**src/hdl/lfpd_pkg.sv**
```systemverilog
// Shared types, constants and codes for the line follower PID drive core.
`default_nettype none

package lfpd_pkg;

	// Default fraction width of the fixed-point gains and integrator.
	localparam int FRAC_BITS_DEF = 16;

	// Field and port widths.
	localparam int SENSOR_W    = 5;
	localparam int MODE_W      = 2;
	localparam int SPEED_W     = 8;
	localparam int GAIN_W      = 24;
	localparam int LIMIT_W     = 7;
	localparam int ERR_W       = 4;
	localparam int DERR_W      = ERR_W + 1;
	localparam int CORR_W      = 8;
	localparam int REQ_W       = 2;
	localparam int CFG_DATA_W  = 24;
	localparam int CFG_INDEX_W = 3;

	// Product widths: an unsigned gain times a signed error or error change.
	localparam int PTERM_W = GAIN_W + 1 + ERR_W;
	localparam int DTERM_W = GAIN_W + 1 + DERR_W;

	// Register reset values.
	localparam logic [SPEED_W-1:0] BASE_SPEED_RST    = 8'd187;
	localparam logic [SPEED_W-1:0] CLIMB_SPEED_RST   = 8'd210;
	localparam logic [SPEED_W-1:0] EXIT_SPEED_RST    = 8'd182;
	localparam logic [SPEED_W-1:0] SPEED_CEILING_RST = 8'd235;
	localparam logic [GAIN_W-1:0]  GAIN_P_RST        = 24'd458752;
	localparam logic [GAIN_W-1:0]  GAIN_I_RST        = 24'd46;
	localparam logic [GAIN_W-1:0]  GAIN_D_RST        = 24'd229376;
	localparam logic [LIMIT_W-1:0] PID_LIMIT_RST     = 7'd40;

	// Register indexes on the configuration port.
	typedef enum logic [CFG_INDEX_W-1:0] {
		REG_BASE_SPEED    = 3'd0,
		REG_CLIMB_SPEED   = 3'd1,
		REG_EXIT_SPEED    = 3'd2,
		REG_SPEED_CEILING = 3'd3,
		REG_GAIN_P        = 3'd4,
		REG_GAIN_I        = 3'd5,
		REG_GAIN_D        = 3'd6,
		REG_PID_LIMIT     = 3'd7
	} lfpd_reg_t;

	// Drive mode codes.
	localparam logic [MODE_W-1:0] MODE_LINE  = 2'd0;
	localparam logic [MODE_W-1:0] MODE_CLIMB = 2'd1;
	localparam logic [MODE_W-1:0] MODE_EXIT  = 2'd2;

	// Run request codes.
	localparam logic [REQ_W-1:0] REQ_NONE = 2'd0;
	localparam logic [REQ_W-1:0] REQ_STOP = 2'd1;
	localparam logic [REQ_W-1:0] REQ_RUN  = 2'd2;

	// Error magnitude at and above which the robot pivots in line mode and the integrator clears.
	localparam logic signed [ERR_W-1:0] ERR_PIVOT = 4'sd5;

	typedef struct packed {
		logic [SENSOR_W-1:0] sensor_bits;
		logic [MODE_W-1:0]   drive_mode;
	} lfpd_in_t;

	typedef struct packed {
		logic [SPEED_W-1:0]       left_duty;
		logic [SPEED_W-1:0]       right_duty;
		logic                     left_backward;
		logic                     right_backward;
		logic signed [ERR_W-1:0]  track_error;
		logic signed [CORR_W-1:0] correction;
		logic [REQ_W-1:0]         run_request;
	} lfpd_out_t;

	typedef struct packed {
		logic [SPEED_W-1:0] base_speed;
		logic [SPEED_W-1:0] climb_speed;
		logic [SPEED_W-1:0] exit_speed;
		logic [SPEED_W-1:0] speed_ceiling;
		logic [GAIN_W-1:0]  gain_p;
		logic [GAIN_W-1:0]  gain_i;
		logic [GAIN_W-1:0]  gain_d;
		logic [LIMIT_W-1:0] pid_limit;
	} lfpd_cfg_t;

	typedef struct packed {
		logic [SPEED_W-1:0] left_duty;
		logic [SPEED_W-1:0] right_duty;
		logic               left_backward;
		logic               right_backward;
	} lfpd_drive_t;

endpackage

`default_nettype wire

```
**src/hdl/line_follow_pid_drive_core.sv**
```systemverilog
// Top level of the line follower PID drive core.
`default_nettype none

// One control tick per input transfer: five sensor bits and a drive mode go in, one
// result comes out with both wheel duties and directions, the decoded track error, the
// clamped PID correction and a run request. The core accepts one tick every clock cycle
// while the output is not stalled, and passes each result through the stage 1, stage 2
// and result registers. The one-per-cycle figure is set by the state loop at the input: sensor
// decode against the held error, the ki times error product, the integrator add and its
// clamp are all combinational around the held state. The P and D products are registered in a second stage,
// and the sum, truncation toward zero, clamp and wheel logic fill the result register.
// Configuration registers are to be written through the write port only while no tick is in
// flight, which the core itself does not enforce; the pipeline reads them as it goes.
module line_follow_pid_drive_core #(
	parameter int FRAC_BITS = lfpd_pkg::FRAC_BITS_DEF
) (
	input  wire logic                             clk,
	input  wire logic                             arst_n,
	input  wire logic                             in_valid,
	output logic                                  in_stall,
	input  wire lfpd_pkg::lfpd_in_t               in_data,
	output logic                                  out_valid,
	input  wire logic                             out_stall,
	output lfpd_pkg::lfpd_out_t                   out_data,
	input  wire logic                             cfg_we,
	input  wire logic [lfpd_pkg::CFG_INDEX_W-1:0] cfg_index,
	input  wire logic [lfpd_pkg::CFG_DATA_W-1:0]  cfg_wdata
);
	import lfpd_pkg::*;

	localparam int IW = FRAC_BITS + 5;

	lfpd_cfg_t   cfg;
	lfpd_drive_t drive;

	logic                     accept;
	logic                     out_ready;
	logic                     s2_ready;
	logic                     s1_ready;

	logic signed [ERR_W-1:0]  err_c;
	logic signed [DERR_W-1:0] derr_c;
	logic signed [IW-1:0]     integ_c;
	logic [REQ_W-1:0]         req_c;
	logic signed [PTERM_W-1:0] pterm_c;
	logic signed [DTERM_W-1:0] dterm_c;
	logic signed [CORR_W-1:0] corr_c;

	// Stage 1: decoded error, error change and updated integrator.
	logic                     v_s1;
	logic signed [ERR_W-1:0]  err_s1;
	logic signed [DERR_W-1:0] derr_s1;
	logic signed [IW-1:0]     integ_s1;
	logic [REQ_W-1:0]         req_s1;
	logic [MODE_W-1:0]        mode_s1;

	// Stage 2: P and D products.
	logic                      v_s2;
	logic signed [PTERM_W-1:0] pterm_s2;
	logic signed [DTERM_W-1:0] dterm_s2;
	logic signed [IW-1:0]      integ_s2;
	logic signed [ERR_W-1:0]   err_s2;
	logic [REQ_W-1:0]          req_s2;
	logic [MODE_W-1:0]         mode_s2;

	// Result register.
	logic      out_valid_q;
	lfpd_out_t out_data_q;

	lfpd_cfg u_cfg (
		.clk       (clk),
		.arst_n    (arst_n),
		.cfg_we    (cfg_we),
		.cfg_index (cfg_index),
		.cfg_wdata (cfg_wdata),
		.cfg       (cfg)
	);

	// Each stage moves when the one after it is empty or moving.
	assign out_ready = !out_valid_q || !out_stall;
	assign s2_ready  = !v_s2 || out_ready;
	assign s1_ready  = !v_s1 || s2_ready;
	assign in_stall  = !s1_ready;
	assign accept    = in_valid && s1_ready;

	lfpd_track #(
		.FRAC_BITS (FRAC_BITS)
	) u_track (
		.clk         (clk),
		.arst_n      (arst_n),
		.accept      (accept),
		.sensor_bits (in_data.sensor_bits),
		.drive_mode  (in_data.drive_mode),
		.gain_i      (cfg.gain_i),
		.err         (err_c),
		.derr        (derr_c),
		.integ       (integ_c),
		.req         (req_c)
	);

	assign pterm_c = PTERM_W'($signed({1'b0, cfg.gain_p})) * PTERM_W'(err_s1);
	assign dterm_c = DTERM_W'($signed({1'b0, cfg.gain_d})) * DTERM_W'(derr_s1);

	lfpd_corr #(
		.FRAC_BITS (FRAC_BITS)
	) u_corr (
		.pterm     (pterm_s2),
		.dterm     (dterm_s2),
		.integ     (integ_s2),
		.pid_limit (cfg.pid_limit),
		.corr      (corr_c)
	);

	lfpd_drive u_drive (
		.drive_mode (mode_s2),
		.err        (err_s2),
		.corr       (corr_c),
		.cfg        (cfg),
		.drive      (drive)
	);

	// Valid bits of the pipeline.
	always_ff @(posedge clk or negedge arst_n) begin
		if (!arst_n) begin
			v_s1        <= 1'b0;
			v_s2        <= 1'b0;
			out_valid_q <= 1'b0;
		end else begin
			if (s1_ready) begin
				v_s1 <= accept;
			end
			if (s2_ready) begin
				v_s2 <= v_s1;
			end
			if (out_ready) begin
				out_valid_q <= v_s2;
			end
		end
	end

	// Payload registers load only with a transfer into their stage.
	always_ff @(posedge clk) begin
		if (accept) begin
			err_s1   <= err_c;
			derr_s1  <= derr_c;
			integ_s1 <= integ_c;
			req_s1   <= req_c;
			mode_s1  <= in_data.drive_mode;
		end
		if (s2_ready && v_s1) begin
			pterm_s2 <= pterm_c;
			dterm_s2 <= dterm_c;
			integ_s2 <= integ_s1;
			err_s2   <= err_s1;
			req_s2   <= req_s1;
			mode_s2  <= mode_s1;
		end
		if (out_ready && v_s2) begin
			out_data_q.left_duty      <= drive.left_duty;
			out_data_q.right_duty     <= drive.right_duty;
			out_data_q.left_backward  <= drive.left_backward;
			out_data_q.right_backward <= drive.right_backward;
			out_data_q.track_error    <= err_s2;
			out_data_q.correction     <= corr_c;
			out_data_q.run_request    <= req_s2;
		end
	end

	assign out_valid = out_valid_q;
	assign out_data  = out_data_q;

	// The correction never leaves the configured clamp.
	a_corr_in_limit: assert property (@(posedge clk) disable iff (!arst_n)
		out_valid |-> (out_data.correction <= $signed({1'b0, cfg.pid_limit}))
			&& (out_data.correction >= -$signed({1'b0, cfg.pid_limit})))
		else $error("correction outside the PID limit");

	// Both wheels never reverse at once.
	a_single_reverse: assert property (@(posedge clk) disable iff (!arst_n)
		out_valid |-> !(out_data.left_backward && out_data.right_backward))
		else $error("both wheels reversed");

	// A right pivot only comes from a large positive error.
	a_pivot_error: assert property (@(posedge clk) disable iff (!arst_n)
		out_valid && out_data.right_backward |-> out_data.track_error >= ERR_PIVOT)
		else $error("right pivot without a large positive error");

	// An input transfer always lands in stage 1.
	a_accept_lands: assert property (@(posedge clk) disable iff (!arst_n)
		in_valid && !in_stall |=> v_s1)
		else $error("input transfer lost");

endmodule

`default_nettype wire

```
**src/hdl/lfpd_cfg.sv**
```systemverilog
// Configuration register file of the line follower PID drive core.
`default_nettype none

module lfpd_cfg (
	input  wire logic                             clk,
	input  wire logic                             arst_n,
	input  wire logic                             cfg_we,
	input  wire logic [lfpd_pkg::CFG_INDEX_W-1:0] cfg_index,
	input  wire logic [lfpd_pkg::CFG_DATA_W-1:0]  cfg_wdata,
	output lfpd_pkg::lfpd_cfg_t                   cfg
);
	import lfpd_pkg::*;

	lfpd_cfg_t cfg_q;

	// Each register takes the low bits of the write data that fit it.
	always_ff @(posedge clk or negedge arst_n) begin
		if (!arst_n) begin
			cfg_q.base_speed    <= BASE_SPEED_RST;
			cfg_q.climb_speed   <= CLIMB_SPEED_RST;
			cfg_q.exit_speed    <= EXIT_SPEED_RST;
			cfg_q.speed_ceiling <= SPEED_CEILING_RST;
			cfg_q.gain_p        <= GAIN_P_RST;
			cfg_q.gain_i        <= GAIN_I_RST;
			cfg_q.gain_d        <= GAIN_D_RST;
			cfg_q.pid_limit     <= PID_LIMIT_RST;
		end else if (cfg_we) begin
			case (lfpd_reg_t'(cfg_index))
				REG_BASE_SPEED:    cfg_q.base_speed    <= cfg_wdata[SPEED_W-1:0];
				REG_CLIMB_SPEED:   cfg_q.climb_speed   <= cfg_wdata[SPEED_W-1:0];
				REG_EXIT_SPEED:    cfg_q.exit_speed    <= cfg_wdata[SPEED_W-1:0];
				REG_SPEED_CEILING: cfg_q.speed_ceiling <= cfg_wdata[SPEED_W-1:0];
				REG_GAIN_P:        cfg_q.gain_p        <= cfg_wdata[GAIN_W-1:0];
				REG_GAIN_I:        cfg_q.gain_i        <= cfg_wdata[GAIN_W-1:0];
				REG_GAIN_D:        cfg_q.gain_d        <= cfg_wdata[GAIN_W-1:0];
				REG_PID_LIMIT:     cfg_q.pid_limit     <= cfg_wdata[LIMIT_W-1:0];
				default: begin
				end
			endcase
		end
	end

	assign cfg = cfg_q;

endmodule

`default_nettype wire

```
**src/hdl/lfpd_track.sv**
```systemverilog
// Sensor decode, held error and integrator state of the line follower PID drive core.
`default_nettype none

module lfpd_track #(
	parameter int FRAC_BITS = lfpd_pkg::FRAC_BITS_DEF
) (
	input  wire logic                                 clk,
	input  wire logic                                 arst_n,
	input  wire logic                                 accept,
	input  wire logic [lfpd_pkg::SENSOR_W-1:0]        sensor_bits,
	input  wire logic [lfpd_pkg::MODE_W-1:0]          drive_mode,
	input  wire logic [lfpd_pkg::GAIN_W-1:0]          gain_i,
	output logic signed [lfpd_pkg::ERR_W-1:0]         err,
	output logic signed [lfpd_pkg::DERR_W-1:0]        derr,
	output logic signed [FRAC_BITS+4:0]               integ,
	output logic [lfpd_pkg::REQ_W-1:0]                req
);
	import lfpd_pkg::*;

	// Integrator holds +-15.0 in Q(FRAC_BITS): four integer bits plus sign.
	localparam int IW   = FRAC_BITS + 5;
	localparam int IPW  = GAIN_W + 1 + ERR_W;
	localparam int IAW  = ((IW > IPW) ? IW : IPW) + 1;
	localparam logic signed [IAW-1:0] ILIM = $signed({{(IAW-4){1'b0}}, 4'd15}) <<< FRAC_BITS;

	// The held error doubles as the previous error: both take the new error each transfer.
	logic signed [ERR_W-1:0] held_q;
	logic signed [IW-1:0]    integ_q;

	logic signed [IPW-1:0] iprod;
	logic signed [IAW-1:0] isum;
	logic                  in_band;

	// Map the sensor pattern to a position error and a run request.
	always_comb begin
		err = held_q;
		req = REQ_NONE;
		case (sensor_bits)
			5'b10000: err = 4'sd6;
			5'b11000: err = 4'sd5;
			5'b11110: err = 4'sd4;
			5'b11100: err = 4'sd3;
			5'b11101: err = 4'sd2;
			5'b11001: err = 4'sd1;
			5'b11011: err = 4'sd0;
			5'b10011: err = -4'sd1;
			5'b10111: err = -4'sd2;
			5'b00111: err = -4'sd3;
			5'b01111: err = -4'sd4;
			5'b00011: err = -4'sd5;
			5'b00001: err = -4'sd6;
			5'b11111: begin
				// Line lost: push the error to the far edge on its side; a zero held error stays zero.
				if (held_q > 4'sd0) begin
					err = 4'sd7;
				end else if (held_q < 4'sd0) begin
					err = -4'sd7;
				end
			end
			5'b01110, 5'b01010: req = REQ_STOP;
			5'b00000: begin
				if (drive_mode == MODE_CLIMB) begin
					req = REQ_RUN;
				end else if (drive_mode == MODE_LINE) begin
					req = REQ_STOP;
				end
			end
			default: begin
			end
		endcase
	end

	assign derr = DERR_W'(err) - DERR_W'(held_q);

	// Integrator: add ki*error and clamp inside the band, clear outside it.
	assign in_band = (err > -ERR_PIVOT) && (err < ERR_PIVOT);
	assign iprod   = IPW'($signed({1'b0, gain_i})) * IPW'(err);
	assign isum    = IAW'(integ_q) + IAW'(iprod);

	always_comb begin
		if (!in_band) begin
			integ = '0;
		end else if (isum > ILIM) begin
			integ = IW'(ILIM);
		end else if (isum < -ILIM) begin
			integ = IW'(-ILIM);
		end else begin
			integ = IW'(isum);
		end
	end

	always_ff @(posedge clk or negedge arst_n) begin
		if (!arst_n) begin
			held_q  <= '0;
			integ_q <= '0;
		end else if (accept) begin
			held_q  <= err;
			integ_q <= integ;
		end
	end

endmodule

`default_nettype wire

```
**src/hdl/lfpd_corr.sv**
```systemverilog
// PID sum, truncation toward zero and clamp of the line follower PID drive core.
`default_nettype none

module lfpd_corr #(
	parameter int FRAC_BITS = lfpd_pkg::FRAC_BITS_DEF
) (
	input  wire logic signed [lfpd_pkg::PTERM_W-1:0] pterm,
	input  wire logic signed [lfpd_pkg::DTERM_W-1:0] dterm,
	input  wire logic signed [FRAC_BITS+4:0]         integ,
	input  wire logic [lfpd_pkg::LIMIT_W-1:0]        pid_limit,
	output logic signed [lfpd_pkg::CORR_W-1:0]       corr
);
	import lfpd_pkg::*;

	localparam int IW = FRAC_BITS + 5;
	localparam int AW = ((IW > DTERM_W) ? IW : DTERM_W) + 2;

	logic signed [AW-1:0] acc;
	logic signed [AW-1:0] floor_q;
	logic signed [AW-1:0] quot;
	logic signed [AW-1:0] lim;
	logic                 round_up;

	assign acc = AW'(pterm) + AW'(dterm) + AW'(integ);

	// Arithmetic shift floors; a negative value with a fraction steps back up one.
	assign floor_q  = acc >>> FRAC_BITS;
	assign round_up = acc[AW-1] && (|acc[FRAC_BITS-1:0]);
	assign quot     = floor_q + $signed({{(AW-1){1'b0}}, round_up});

	assign lim = $signed({{(AW-LIMIT_W){1'b0}}, pid_limit});

	always_comb begin
		if (quot > lim) begin
			corr = CORR_W'(lim);
		end else if (quot < -lim) begin
			corr = CORR_W'(-lim);
		end else begin
			corr = CORR_W'(quot);
		end
	end

endmodule

`default_nettype wire

```
**src/hdl/lfpd_drive.sv**
```systemverilog
// Wheel duty and direction logic of the line follower PID drive core.
`default_nettype none

module lfpd_drive (
	input  wire logic [lfpd_pkg::MODE_W-1:0]        drive_mode,
	input  wire logic signed [lfpd_pkg::ERR_W-1:0]  err,
	input  wire logic signed [lfpd_pkg::CORR_W-1:0] corr,
	input  wire lfpd_pkg::lfpd_cfg_t                cfg,
	output lfpd_pkg::lfpd_drive_t                   drive
);
	import lfpd_pkg::*;

	localparam int SW = SPEED_W + 2;

	logic [SPEED_W-1:0]   mag;
	logic signed [SW-1:0] base_w;
	logic signed [SW-1:0] plus_w;
	logic signed [SW-1:0] minus_w;
	logic [SPEED_W-1:0]   plus_d;
	logic [SPEED_W-1:0]   minus_d;
	logic [SPEED_W-1:0]   base_d;

	// Saturate a side speed to the range zero to the ceiling.
	function automatic logic [SPEED_W-1:0] clamp_duty(input logic signed [SW-1:0] v,
			input logic [SPEED_W-1:0] ceiling);
		logic [SPEED_W-1:0] r;
		if (v[SW-1]) begin
			r = '0;
		end else if (v > $signed({2'b00, ceiling})) begin
			r = ceiling;
		end else begin
			r = v[SPEED_W-1:0];
		end
		return r;
	endfunction

	assign mag     = corr[CORR_W-1] ? SPEED_W'(-corr) : SPEED_W'(corr);
	assign base_w  = $signed({2'b00, cfg.base_speed});
	assign plus_w  = base_w + $signed({2'b00, mag});
	assign minus_w = base_w - $signed({2'b00, mag});
	assign plus_d  = clamp_duty(plus_w, cfg.speed_ceiling);
	assign minus_d = clamp_duty(minus_w, cfg.speed_ceiling);
	assign base_d  = clamp_duty(base_w, cfg.speed_ceiling);

	always_comb begin
		drive = '0;
		case (drive_mode)
			MODE_LINE: begin
				if (err >= ERR_PIVOT) begin
					// Pivot right: right wheel reverses.
					drive.left_duty      = cfg.speed_ceiling;
					drive.right_duty     = cfg.speed_ceiling;
					drive.right_backward = 1'b1;
				end else if (err <= -ERR_PIVOT) begin
					// Pivot left: left wheel reverses.
					drive.left_duty     = cfg.speed_ceiling;
					drive.right_duty    = cfg.speed_ceiling;
					drive.left_backward = 1'b1;
				end else if (err > 4'sd0) begin
					drive.left_duty  = plus_d;
					drive.right_duty = minus_d;
				end else if (err < 4'sd0) begin
					drive.left_duty  = minus_d;
					drive.right_duty = plus_d;
				end else begin
					drive.left_duty  = base_d;
					drive.right_duty = base_d;
				end
			end
			MODE_CLIMB: begin
				drive.left_duty  = cfg.climb_speed;
				drive.right_duty = cfg.climb_speed;
			end
			MODE_EXIT: begin
				drive.left_duty  = cfg.exit_speed;
				drive.right_duty = cfg.exit_speed;
			end
			default: begin
				// Unused mode: wheels stopped.
			end
		endcase
	end

endmodule

`default_nettype wire
```
**config.mk**
```make
export PLATFORM = sky130hd
export DESIGN_NAME = line_follow_pid_drive_core
export DESIGN_NICKNAME = d
export VERILOG_FILES = /design/src/hdl/lfpd_pkg.sv /design/src/hdl/line_follow_pid_drive_core.sv /design/src/hdl/lfpd_cfg.sv /design/src/hdl/lfpd_track.sv /design/src/hdl/lfpd_corr.sv /design/src/hdl/lfpd_drive.sv
export SDC_FILE = /design/constraint.sdc
export NUM_CORES = 1
export LEC_CHECK = 0
export ABC_AREA = 1
export BUFFER_PORTS_ARGS = -buffer_cell sky130_fd_sc_hd__buf_2
export CAP_MARGIN = 20
export CORE_UTILIZATION = 35
export DETAILED_ROUTE_END_ITERATION = 8
export PLACE_DENSITY = 0.47
export SETUP_SLACK_MARGIN = 0.4
export SLEW_MARGIN = 20
export SYNTH_ARGS = -nofsm -noshare
export SYNTH_HDL_FRONTEND = slang
export SYNTH_SLANG_ARGS = --single-unit
```
**constraint.sdc**
```tcl
create_clock -name clk -period 26.2 [get_ports clk]
set_input_delay 2.62 -clock clk [delete_from_list [all_inputs] [get_ports clk]]
set_output_delay 2.62 -clock clk [all_outputs]
set_load 0.02 [all_outputs]
```
==> flow_metrics.tcl, run 1 <==
set metrics [dict create \
    grt_max_degree 58 \
    drc 0 \
    holdCritStartpoint "req_s1[0]" \
    cts-resized-gates 0 \
    max_cap_viol_count 0 \
    async_reset_ff_share_pct 47.4 \
    finClkSkew_ns 0.0252 \
    cts_num_sinks 293 \
    relSlewSlack_pct 24.7 \
    antenna_left 0 \
    outcome "finished, final reports clean" \
    fin_crit_sh_pct 42.6 \
    cts_tree "done" \
    io_pins 73 \
    gp_congestion 0.887 \
    cp_data_arrival_time_ns 11.46 \
    worst-setup-path-type "flip-flop to flip-flop" \
    r2r-start "integ_s2[20]" \
    synth_most_common_cell "nand2_1" \
    cp.required_ns 26.50 \
    area_growth_pct 10.0 \
    synth_top_cell_area_share_pct 16.2 \
    cts_buffers 37 \
    vias 22400 \
    cts.path.max_buffers 3 \
    hp-class "flip-flop to flip-flop" \
    clk_pin_slew_ns 0.06 \
    layout-drive-gt1-share_pct 9.50 \
    finalSetupViolations 0 \
    clockRootBuffer "clkbuf_16" \
    worstSkewPairLatency_ns 0.56 \
    num_rows 104 \
    cts_hold_buf 0 \
    gr-total-overflow 0 \
    critPathMaxFanout 16 \
    r2r_slack_ns 15.04 \
    yosys_warnings 0 \
    die_y_um 287 \
    synth_edf_count 154 \
    ff2ff_path_depth 60 \
    final_core_util_pct 39.0 \
    rsz0062_at_grt "false" \
    drt-initial-drc-count 1161 \
    grt_usage_pct 19.7 \
    hold_violations 0 \
    synth_seq_cells 293 \
    yosys_most_used_dff "edfxtp_1" \
    num_antenna_cells 0 \
    avgViaCountPerCell 4.82 \
    pre_cts_ws_ns 15.03 \
    synth-seq-area-share_pct 28.5 \
    cp-end-kind "flip-flop" \
    grt_pass1_wl_mm 127 \
    first_pass_iters 5 \
    dp.final_hpwl_mm 65.3 \
    synth_area_leader_cell "edfxtp_1" \
    slew_violations 0 \
    ys_types 63 \
    antenna_found_initial 3 \
    slowest_delay_ns 0.67 \
    core_area_um2 80500 \
    ys_top_cells_by_area "edfxtp_1, fa_1, ha_1" \
    start_kind "flip-flop" \
    cpMaxStageDelayCell "edfxtp_1" \
    synthesis.area_um2 28500 \
    wl_per_cell_um 17.1 \
    finalHoldWorstSlack_ns 0.422 \
    yosys-top-cells-count "nand2_1, inv_1, ha_1" \
    grt_pass1_vias 22900 \
    die_area_um2 82600 \
    finalCriticalPeriod_ns 11.16 \
    fmax_mhz 89.6 \
    layout.nets 4102 \
    reg2reg_to "out_data[27]" \
    tns_ns 0 \
    path_common_cell "inv_1" \
    hold_depth 0 \
    syn_inst 3506 \
    initial_core_util_pct 35.4 \
    fp.dieW_um 287 \
    avgSynthCellArea_um2 8.14 \
    tightest_slew_ns 1.13 \
    numPortBuffers 72 \
    setup_ws_ns 15.04 \
    h-tree-depth 2 \
    synthesis.nets 4046 \
    min_to "req_s2[0]" \
    routed_wl_mm 79.7 \
    post_cts_buffers 0 \
]
cell type report:
class	instances	area (um^2)
fill	8384	49200
multi-input combinational	2495	17700
sequential	293	8140
inverter	647	2430
tap	1060	1330
clock buffer	46	991
timing repair buffer	88	507
clock inverter	21	293
cell families after synthesis:
kind of cell	Yosys count	synth area share, %
compound gates	503	9.56
xor+xnor	107	3.39
fa+ha+maj	501	27.7
buf+inv	718	9.54
flops	293	28.5
simple gates	1384	21.3
through the flow:
stage,instance area (um^2),std cells
6_report,31400,4650
5_1_grt,31400,4650
4_1_cts,31300,4649
3_5_place_dp,30100,4582
3_3_place_gp,30100,4582
2_1_floorplan,28500,3506
worst max-delay path: cells and delay by family, from the launching register on:
| kind | cells | cell delay, ns |
|---|---|---|
| flops | 1 | 0.67 |
| simple gates | 24 | 3.21 |
| fa+ha+maj | 8 | 2.54 |
| buf+inv | 9 | 0.80 |
| xor+xnor | 1 | 0.19 |
| compound gates | 18 | 3.47 |
metal layers:
metal | global-route usage, % | routed length (um) | share of wire, %
met3 | 2.06 | 3030 | 3.8
met4 | 5.37 | 2050 | 2.6
met2 | 31.6 | 35700 | 45
met1 | 28.0 | 38900 | 49
met5 | 0 | 0 | 0
cell usage in the layout, fill, tap and decap left out, types with 6 or more instances in the layout:
master	count
a21o_1	7
a21oi_1	187
a31oi_1	8
and2_1	6
buf_2	71
buf_4	15
clkbuf_1	7
clkbuf_16	38
clkinv_2	9
dfrtp_1	106
dfstp_2	33
edfxtp_1	154
fa_1	218
ha_1	283
inv_1	622
inv_2	20
nand2_1	879
nand2_2	26
nand2_4	14
nand3_1	116
nand3_2	11
nand4_1	47
nor2_1	168
nor2_2	15
nor2_4	11
nor3_1	24
nor4_1	8
o211ai_1	9
o21ai_0	239
o21bai_1	13
or2_2	47
xnor2_1	32
xor2_1	71
worst max path at each step:
stage	end	start	cells after the start	slack, ns
final	out_data[27]	integ_s2[20]	60	15.04
after global placement	out_data[31]	integ_s2[20]	59	15.29
after CTS	out_data[23]	integ_s2[20]	59	15.04
after global routing	out_data[23]	integ_s2[20]	58	13.66
after floorplan	out_data[24]	integ_s2[20]	59	16.58
after detailed placement	out_data[23]	integ_s2[20]	59	15.03
flip-flops by register name, summed over array words and instances, names as in the netlist:
signal           count
err_s1               4
u_track.integ_q     21
pterm_s2            29
out_data            32
integ_s1            21
out_valid            1
req_s1               2
integ_s2            21
mode_s1              2
u_cfg.cfg          111
derr_s1              5
v_s1                 1
req_s2               2
mode_s2              2
dterm_s2            30
u_track.held_q       4
v_s2                 1
err_s2               4
Power of run 1 is not shown: default switching activity piles up to over one toggle a cycle in this logic, so the estimate is an artifact.
==> run 2, diff against run 1 <==
--- a/config.mk
+++ b/config.mk
@@ -10,7 +10,7 @@
 export CAP_MARGIN = 20
 export CORE_UTILIZATION = 35
 export DETAILED_ROUTE_END_ITERATION = 8
-export PLACE_DENSITY = 0.47
+export PLACE_DENSITY = 0.49
 export SETUP_SLACK_MARGIN = 0.4
 export SLEW_MARGIN = 20
 export SYNTH_ARGS = -nofsm -noshare
==> constraint.sdc (replaced) <==
create_clock -name clk -period 9.3 [get_ports clk]
set_input_delay 0.93 -clock clk [delete_from_list [all_inputs] [get_ports clk]]
set_output_delay 0.93 -clock clk [all_outputs]
set_load 0.02 [all_outputs]
==> run 2 against run 1 <==
Net effect: register-to-register slack got worse by 15 ns; worst setup slack got worse by 15 ns; non-clock buffer count grew 98; maximum frequency rose by 25%; via count rose by 2.1%; sequential share of layout area shrank 1.2 points; flip-flop and latch count is the same; clock-buffer cell count up 3; global-route usage down 0.060 points; first-iteration DRC count rose by 11%; cell area up 4.8%.
==> flow_metrics.tcl, run 2 (synthesized netlist as in run 1, its figures left out) <==
set metrics [dict create \
    cpMaxStageDelayCell "fa_1" \
    first_pass_iters 5 \
    die_area_um2 82600 \
    critPathMaxFanout 8 \
    crit_buf_inv 11 \
    numPortBuffers 72 \
    layout.nets 4203 \
    outcome "finished, final reports clean" \
    tightest_slew_ns 0.990 \
    cts_hold_buf 0 \
    wl_per_cell_um 16.8 \
    avgViaCountPerCell 4.81 \
    rsz0062_at_grt "true" \
    cts_buffers 39 \
    die_y_um 287 \
    layout-drive-gt1-share_pct 15.0 \
    instances_no_fill 4755 \
    num_rows 104 \
    dp.cells 4651 \
    finClkSkew_ns 0.0497 \
    gr-total-overflow 0 \
    cp.required_ns 9.65 \
    final_common_cell "nand2_1" \
    drt-initial-drc-count 1287 \
    largest_register_ffs 111 \
    grt_pass1_vias 23100 \
    nFillCells 8241 \
    cp-end-kind "flip-flop" \
    fmax_mhz 112 \
    dp.final_hpwl_mm 64.1 \
    cts.path.max_buffers 3 \
    area_growth_pct 15.3 \
    met3_usage_pct 1.91 \
    postPlaceCellArea_um2 30700 \
    start_kind "flip-flop" \
    ff2ff_path_depth 55 \
    relSlewSlack_pct 33.5 \
    cts_tree "done" \
    final_core_util_pct 40.8 \
    cp_data_arrival_time_ns 9.25 \
    worst-setup-path-type "flip-flop to flip-flop" \
    grt-busiest-layer "met2" \
    vias 22900 \
    fp.dieW_um 287 \
    slew_violations 0 \
    antenna_found_initial 6 \
    design_area_um2 32900 \
    worstSkewPairLatency_ns 0.60 \
    fin_crit_sh_pct 95.7 \
    finalHoldWorstSlack_ns 0.360 \
    crit_cells 55 \
    h-tree-depth 2 \
    core_area_um2 80500 \
    gr-usage-met2_pct 31.4 \
    hp-class "input port to asynchronous set/reset pin" \
    path_common_cell "nand2_1" \
    grt_usage_pct 19.6 \
    io_pins 73 \
    most-common-layout-cells "nand2_1, inv_1, ha_1" \
    cts_num_sinks 293 \
    routed_wl_mm 79.8 \
    hold_violations 0 \
    slowest_delay_ns 0.56 \
    finalCriticalPeriod_ns 8.90 \
    antenna_left 0 \
    gp_congestion 0.884 \
    clockRootBuffer "clkbuf_16" \
    max_cap_viol_count 0 \
    grt_pass1_wl_mm 128 \
    finalSetupViolations 0 \
    clk_pin_slew_ns 0.06 \
    initial_core_util_pct 35.4 \
    drc 0 \
    path_delay_family "adder cells" \
    grt_max_degree 68 \
    grt_use_met1_pct 28.2 \
]
==> run 2: changes by cell type in the layout (fill, tap and decap cells not counted), sizes merged <==
cell / previous run / this run
buf: 88 / 186
bufinv: 5 / 1
clkbuf: 46 / 49
clkinv: 18 / 17
clkinvlp: 2 / 7
diode: 0 / 1
inv: 643 / 645
nand3: 128 / 129
==> run 2: routing by layer <==
layer | vias up | wire (um) | share of wire [%]
li1 | 11500 | - | -
met1 | 11000 | 39000 | 49
met2 | 366 | 36200 | 45
met3 | 84 | 2760 | 3.5
met4 | 0 | 1790 | 2.2
met5 | - | 0 | 0
==> run 2: repair_timing <==
| action | in CTS | in global routing |
|---|---|---|
| hold endpoints to repair | 0 | 0 |
| endpoints found under the setup margin | 16 | 16 |
| gates cloned | 1 | 0 |
| resized for setup | 82 | 75 |
| pin swaps | 40 | 42 |
| setup buffers | 18 | 12 |
==> run 2: final timing paths <==
| path | startpoint | end | slack [ns] |
|---|---|---|---|
| worst max-delay path | pterm_s2[1] | out_data[27] | 0.40 |
| worst min-delay path | arst_n | u_cfg.cfg[2] | 0.36 |
| worst max register to register | pterm_s2[1] | out_data[27] | 0.40 |
| worst min register to register | mode_s1[0] | mode_s2[0] | 0.42 |
| max in group asynchronous | arst_n | u_cfg.cfg[77] | 7.23 |
| min in group clk | mode_s1[0] | mode_s2[0] | 0.42 |
==> run 2: final cells by class <==
class / instances / area, um^2 / area share (%)
Clock inverter: 23 / 231 / 0.704
Sequential cell: 293 / 8140 / 24.8
Tap cell: 1060 / 1330 / 4.03
Timing Repair Buffer: 186 / 1260 / 3.84
Antenna cell: 1 / 2.50 / 0.00761
Clock buffer: 49 / 1080 / 3.27
Inverter: 647 / 2440 / 7.43
Multi-Input combinational cell: 2496 / 18400 / 55.9
==> run 2: metrics by stage <==
stage	setup WS, ns	TNS [ns]
2_1_floorplan	0.403	0
3_3_place_gp	-0.107	-0.118
3_5_place_dp	-0.140	-0.818
4_1_cts	0.383	0
5_1_grt	-0.204	-2.18
6_report	0.400	0
Power of run 2 is left out for the same reason.
